File: config.mk
export PLATFORM = sky130hd
export DESIGN_NAME = fsgs_ctrl
export DESIGN_NICKNAME = d
export VERILOG_FILES = /design/src/sv/fsgs_pkg.sv /design/src/sv/fsgs_ctrl.sv
export SDC_FILE = /design/constraint.sdc
export NUM_CORES = 1
export LEC_CHECK = 0
export BUFFER_PORTS_ARGS = -buffer_cell sky130_fd_sc_hd__buf_4
export CORE_MARGIN = 3
export CORE_UTILIZATION = 37
export CTS_CLUSTER_SIZE = 24
export DETAILED_ROUTE_END_ITERATION = 6
export PLACE_DENSITY = 0.66
export SLEW_MARGIN = 5
export SYNTH_ARGS = -nofsm -noshare
export SYNTH_HDL_FRONTEND = slang
export SYNTH_SLANG_ARGS = --single-unit
File: constraint.sdc
create_clock -name clk -period 3.1 [get_ports clk]
set_input_delay 0.31 -clock clk [delete_from_list [all_inputs] [get_ports clk]]
set_output_delay 0.31 -clock clk [all_outputs]
set_load 0.01 [all_outputs]
File: src/sv/fsgs_pkg.sv
// Shared types, opcodes and defaults for the falling-sand grid block.
`timescale 1ns / 1ps

package fsgs_pkg;

	localparam int GRID_COLUMNS_DEF = 64;
	localparam int GRID_ROWS_DEF    = 64;
	localparam int CELL_PIXELS_DEF  = 8;

	localparam int PIX_W   = 11;
	localparam int COLOR_W = 8;

	typedef enum logic [1:0] {
		OP_FILL  = 2'd0,
		OP_STEP  = 2'd1,
		OP_CLEAR = 2'd2,
		OP_READ  = 2'd3
	} op_t;

	typedef enum logic [3:0] {
		ST_INIT,
		ST_IDLE,
		ST_WIPE,
		ST_LOC,
		ST_FILL,
		ST_RD_ISSUE,
		ST_RD_DATA,
		ST_SCAN_HERE,
		ST_SCAN_TEST,
		ST_TEST_B,
		ST_TEST_L,
		ST_TEST_R,
		ST_MOVE_DST,
		ST_MOVE_SRC
	} state_t;

	typedef struct packed {
		logic load;
		logic locate;
		logic wipe_init;
		logic wipe_wr;
		logic fill_wr;
		logic rd_cell;
		logic scan_init;
		logic rd_here;
		logic rd_below;
		logic rd_left;
		logic rd_right;
		logic dst_b;
		logic dst_l;
		logic dst_r;
		logic mv_dst;
		logic mv_src;
		logic advance;
		logic res_range;
		logic res_read;
		logic res_zero;
	} cmd_t;

	typedef struct packed {
		logic in_range;
		logic occ;
		logic col_first;
		logic col_last;
		logic scan_last;
		logic wipe_last;
	} status_t;

endpackage

File: src/sv/fsgs_ctrl.sv
// Controller state machine: sequences fill, read, clear and the gravity sweep.
`timescale 1ns / 1ps

module fsgs_ctrl (
	input  logic              clk,
	input  logic              arst_n,
	input  logic              start,
	input  fsgs_pkg::op_t     opcode,
	input  fsgs_pkg::status_t sts,
	output fsgs_pkg::cmd_t    cmd,
	output logic              busy
);

	import fsgs_pkg::*;

	state_t state_q, state_d;
	op_t    op_q;
	logic   cell_done;

	always_ff @(posedge clk or negedge arst_n) begin
		if (!arst_n) begin
			state_q <= ST_INIT;
			op_q    <= OP_FILL;
		end else begin
			state_q <= state_d;
			if (cmd.load) begin
				op_q <= opcode;
			end
		end
	end

	always_comb begin
		state_d   = state_q;
		cmd       = '0;
		cell_done = 1'b0;
		unique case (state_q)
			ST_INIT: begin
				cmd.wipe_wr = 1'b1;
				if (sts.wipe_last) begin
					state_d = ST_IDLE;
				end
			end
			ST_IDLE: begin
				if (start) begin
					cmd.load = 1'b1;
					unique case (opcode) inside
						OP_FILL, OP_READ: state_d = ST_LOC;
						OP_STEP: begin
							cmd.scan_init = 1'b1;
							state_d       = ST_SCAN_HERE;
						end
						OP_CLEAR: begin
							cmd.wipe_init = 1'b1;
							state_d       = ST_WIPE;
						end
						default: state_d = ST_IDLE;
					endcase
				end
			end
			ST_WIPE: begin
				cmd.wipe_wr = 1'b1;
				if (sts.wipe_last) begin
					cmd.res_zero = 1'b1;
					state_d      = ST_IDLE;
				end
			end
			ST_LOC: begin
				cmd.locate = 1'b1;
				state_d    = (op_q == OP_FILL) ? ST_FILL : ST_RD_ISSUE;
			end
			ST_FILL: begin
				cmd.fill_wr   = 1'b1;
				cmd.res_range = 1'b1;
				state_d       = ST_IDLE;
			end
			ST_RD_ISSUE: begin
				if (sts.in_range) begin
					cmd.rd_cell = 1'b1;
					state_d     = ST_RD_DATA;
				end else begin
					cmd.res_range = 1'b1;
					state_d       = ST_IDLE;
				end
			end
			ST_RD_DATA: begin
				cmd.res_read = 1'b1;
				state_d      = ST_IDLE;
			end
			ST_SCAN_HERE: begin
				cmd.rd_here = 1'b1;
				state_d     = ST_SCAN_TEST;
			end
			ST_SCAN_TEST: begin
				if (sts.occ) begin
					cmd.rd_below = 1'b1;
					state_d      = ST_TEST_B;
				end else begin
					cell_done = 1'b1;
				end
			end
			ST_TEST_B: begin
				if (!sts.occ) begin
					cmd.dst_b = 1'b1;
					state_d   = ST_MOVE_DST;
				end else if (!sts.col_first) begin
					cmd.rd_left = 1'b1;
					state_d     = ST_TEST_L;
				end else if (!sts.col_last) begin
					cmd.rd_right = 1'b1;
					state_d      = ST_TEST_R;
				end else begin
					cell_done = 1'b1;
				end
			end
			ST_TEST_L: begin
				if (!sts.occ) begin
					cmd.dst_l = 1'b1;
					state_d   = ST_MOVE_DST;
				end else if (!sts.col_last) begin
					cmd.rd_right = 1'b1;
					state_d      = ST_TEST_R;
				end else begin
					cell_done = 1'b1;
				end
			end
			ST_TEST_R: begin
				if (!sts.occ) begin
					cmd.dst_r = 1'b1;
					state_d   = ST_MOVE_DST;
				end else begin
					cell_done = 1'b1;
				end
			end
			ST_MOVE_DST: begin
				cmd.mv_dst = 1'b1;
				state_d    = ST_MOVE_SRC;
			end
			ST_MOVE_SRC: begin
				cmd.mv_src = 1'b1;
				cell_done  = 1'b1;
			end
			default: state_d = ST_IDLE;
		endcase

		// last cell of the sweep is the rightmost cell of row 0
		if (cell_done) begin
			if (sts.scan_last) begin
				cmd.res_zero = 1'b1;
				state_d      = ST_IDLE;
			end else begin
				cmd.advance = 1'b1;
				state_d     = ST_SCAN_HERE;
			end
		end
	end

	assign busy = state_q != ST_IDLE;

endmodule

==> results.md <==
- Total of warnings raised by yosys: 0
- Clock latency on the worst-skew pair: approximately 0.24 ns
- Layout cells sized above 1: 31.7%
- Vias: between 700 and 800
- Syn avg cell area: 7.19 sq um
- HPWL Detailed: 1450 um
- Synth Cell Area: 683 sq um
- Critical path launch point type: flop
- # port buffers: 31
- Initial DRC Count: 8
- Syn_nets: 109
- Final setup violating endpoints: 0
- Synth area leaders: dfrtp_1, nand2_1, nor2_1
- TritonRoute pass-1 iters: 4
- Die height: 49.0 um
- Number of setup buffers added after CTS: 0
- CTS tree: done
- H-tree levels: 1
- I/O pins: 32
- Initial Util: 42.4%
- Post-synth top area share: 22.0%
- Residual DRC: 0
- Power per standard cell area: 783 nW/um^2
- All-Layer GR Usage: between 10% and 20%
- Part of the cycle the worst path needs: between 70% and 80%
- Per-cell routed wire length: 12.4 um
- Dominant synthesized flop cell: dfrtp_1
- Overflow after GRT: 0
- Commonest cells in the netlist: nand2_1, nor2_1, dfrtp_1, nor3_1
- Peak Freq: 0.458 GHz
- Slew Viols, Final: 0
- Row cnt: 14
- Die Area: 2400 sq um
- Die Width: 49.0 um
- Fillcell total: approximately 170
- Worst endpoint required time: 2.79 ns
- Critical path class: flop to output port
- Final Power: 0.728 mW
- First-pass GRT wire length: 2900 um
- Asr flop ratio synth: 100%
- Seq cells post-synth: 6
- Status: finished clean
- Most common cell in the netlist: nand2_1
- Setup Skew: 0.00276 ns
- Final WL: 1820 um
- Vias/cell: between 5 and 6
- VDD IR max: 513 uV
- Gate Count Post-Synth: 95
- Post-synth top area cell: dfrtp_1
- Post_cts resized: 0
- Crit Path Max Fanout: 15
- Setup tns final: 0 ns
- Sequential area share after synthesis: 22.0%
- Largest net degree at the start of global routing: 16
- Core area: 1610 sq um
- Final hold violations: 0
- Fin nets: 139
- Count of cell types in the netlist: 37
- CP endpoint kind: output port
- Initial antenna violation count: 0
- Worst Hold Class: primary input to flop
- Clk sinks: 6
- GPL Wtd Cong: 0.832
- Vias in the first global route: 671
- Worst-Margin Slew: 0.410 ns
- Tmin final: about 2.2 ns
- Final ANT Viol Nets: 0
- Crit path DAT: around 1.9 ns
- Number of diodes: 0
- Clock Path Buffers: 2
- CTS Buf Count: 3
- Post-CTS Hold Buffers: 1
- Clock root cell: clkbuf_4
- RSZ-0062 raised after global routing: false
- P&R area growth vs syn: 36.1%
- Number of flops mapped to enable cells by yosys: 0
- Clock slew at reported path FFs: 0.04 ns
- Rel. slew slack: between 70 and 80%
- Number of max-cap violations: 0
- Leakage: between 0.4 and 0.5 nW
==> worst max-delay path, stage by stage, from the launching register on <==
cell and delay, ns:
dfrtp_1 0.57, nand2b_1 0.30, a21oi_1 0.12, a22oi_2 0.27
nand2b_1 0.17, nand2_1 0.05, buf_4 0.14
==> cells in the final DEF (no fill, tap or decap), types with 3 or more instances in the layout <==
master / n
buf_4: 31
nand2b_1: 3
nor2_1: 11
dfrtp_1: 6
nand2_1: 12
a21oi_1: 3
nor3_1: 6
ha_1: 3
nand3_1: 5
inv_1: 5
clkbuf_4: 3
nor2b_1: 4
==> registers in the layout, indices dropped and copies added, names as in the netlist <==
| name | cells |
|---|---|
| state_q | 4 |
| op_q | 2 |
==> stage by stage <==
stage          cell area [sq um]  hold slack [ns]  worst slack (ns)  std cells  util (%)
6_report                     930            0.321             0.915        147      57.7
5_1_grt                      930            0.314             0.776        147      57.7
4_1_cts                      930            0.317             0.921        147      57.7
3_5_place_dp                 897            0.118              1.20        143      55.7
3_3_place_gp                 897            0.116              1.29        143      55.7
2_1_floorplan                683           0.0144              1.51         95         -
==> cells by family (layout without fill, tap and decap cells) <==
family | count (synthesis) | count (layout) | share of synthesized area (%)
compound gates | 21 | 21 | 22.3
simple gates | 50 | 50 | 36.4
flops | 6 | 6 | 22.0
buf+inv | 13 | 41 | 10.4
fa+ha+maj | 3 | 3 | 5.50
mux | 2 | 2 | 3.30
==> path summary, 6_finish.rpt <==
path / from / end / slack (ns) / cells past startpoint
hold reg to reg: op_q[1]$_DFFE_PN0P_ / op_q[1]$_DFFE_PN0P_ / 0.48 / 1
hold / removal: opcode[0] / op_q[0]$_DFFE_PN0P_ / 0.32 / 2
setup reg to reg: state_q[1]$_DFFE_PN0P_ / state_q[1]$_DFFE_PN0P_ / 1.39 / 5
min in group asynchronous: arst_n / state_q[3]$_DFFE_PN0P_ / 0.41 / 2
setup / recovery: state_q[1]$_DFFE_PN0P_ / cmd[0] / 0.91 / 6
max in group asynchronous: arst_n / op_q[1]$_DFFE_PN0P_ / 2.58 / 2
==> power by group <==
group,leakage (nW),switching [mW],internal [mW]
clock,0.0138,0.0256,0.0436
combinational,0.373,0.240,0.220
sequential,0.0720,0.0834,0.116
total,0.459,0.349,0.379
==> layer usage <==
| metal | share of wire (%) | vias up | wire length, um | track usage, % |
|---|---|---|---|---|
| met1 | 46 | 352 | 843 | 19.0 |
| li1 | - | 386 | - | - |
| met3 | 4.9 | 0 | 90 | 2.45 |
| met2 | 49 | 21 | 886 | 25.1 |
| met5 | 0 | - | 0 | 0 |
| met4 | 0 | 0 | 0 | 7.11 |
==> layout make-up <==
type / count / area [sq um] / area share [%]
Clock buffer: 3 / 22.5 / 2.42
Inverter: 6 / 22.5 / 2.42
Multi-Input combinational cell: 76 / 462 / 49.7
Sequential cell: 6 / 150 / 16.2
Timing Repair Buffer: 32 / 243 / 26.1
Tap cell: 24 / 30.0 / 3.23
Note: power is estimated with default switching activity, not from simulation.
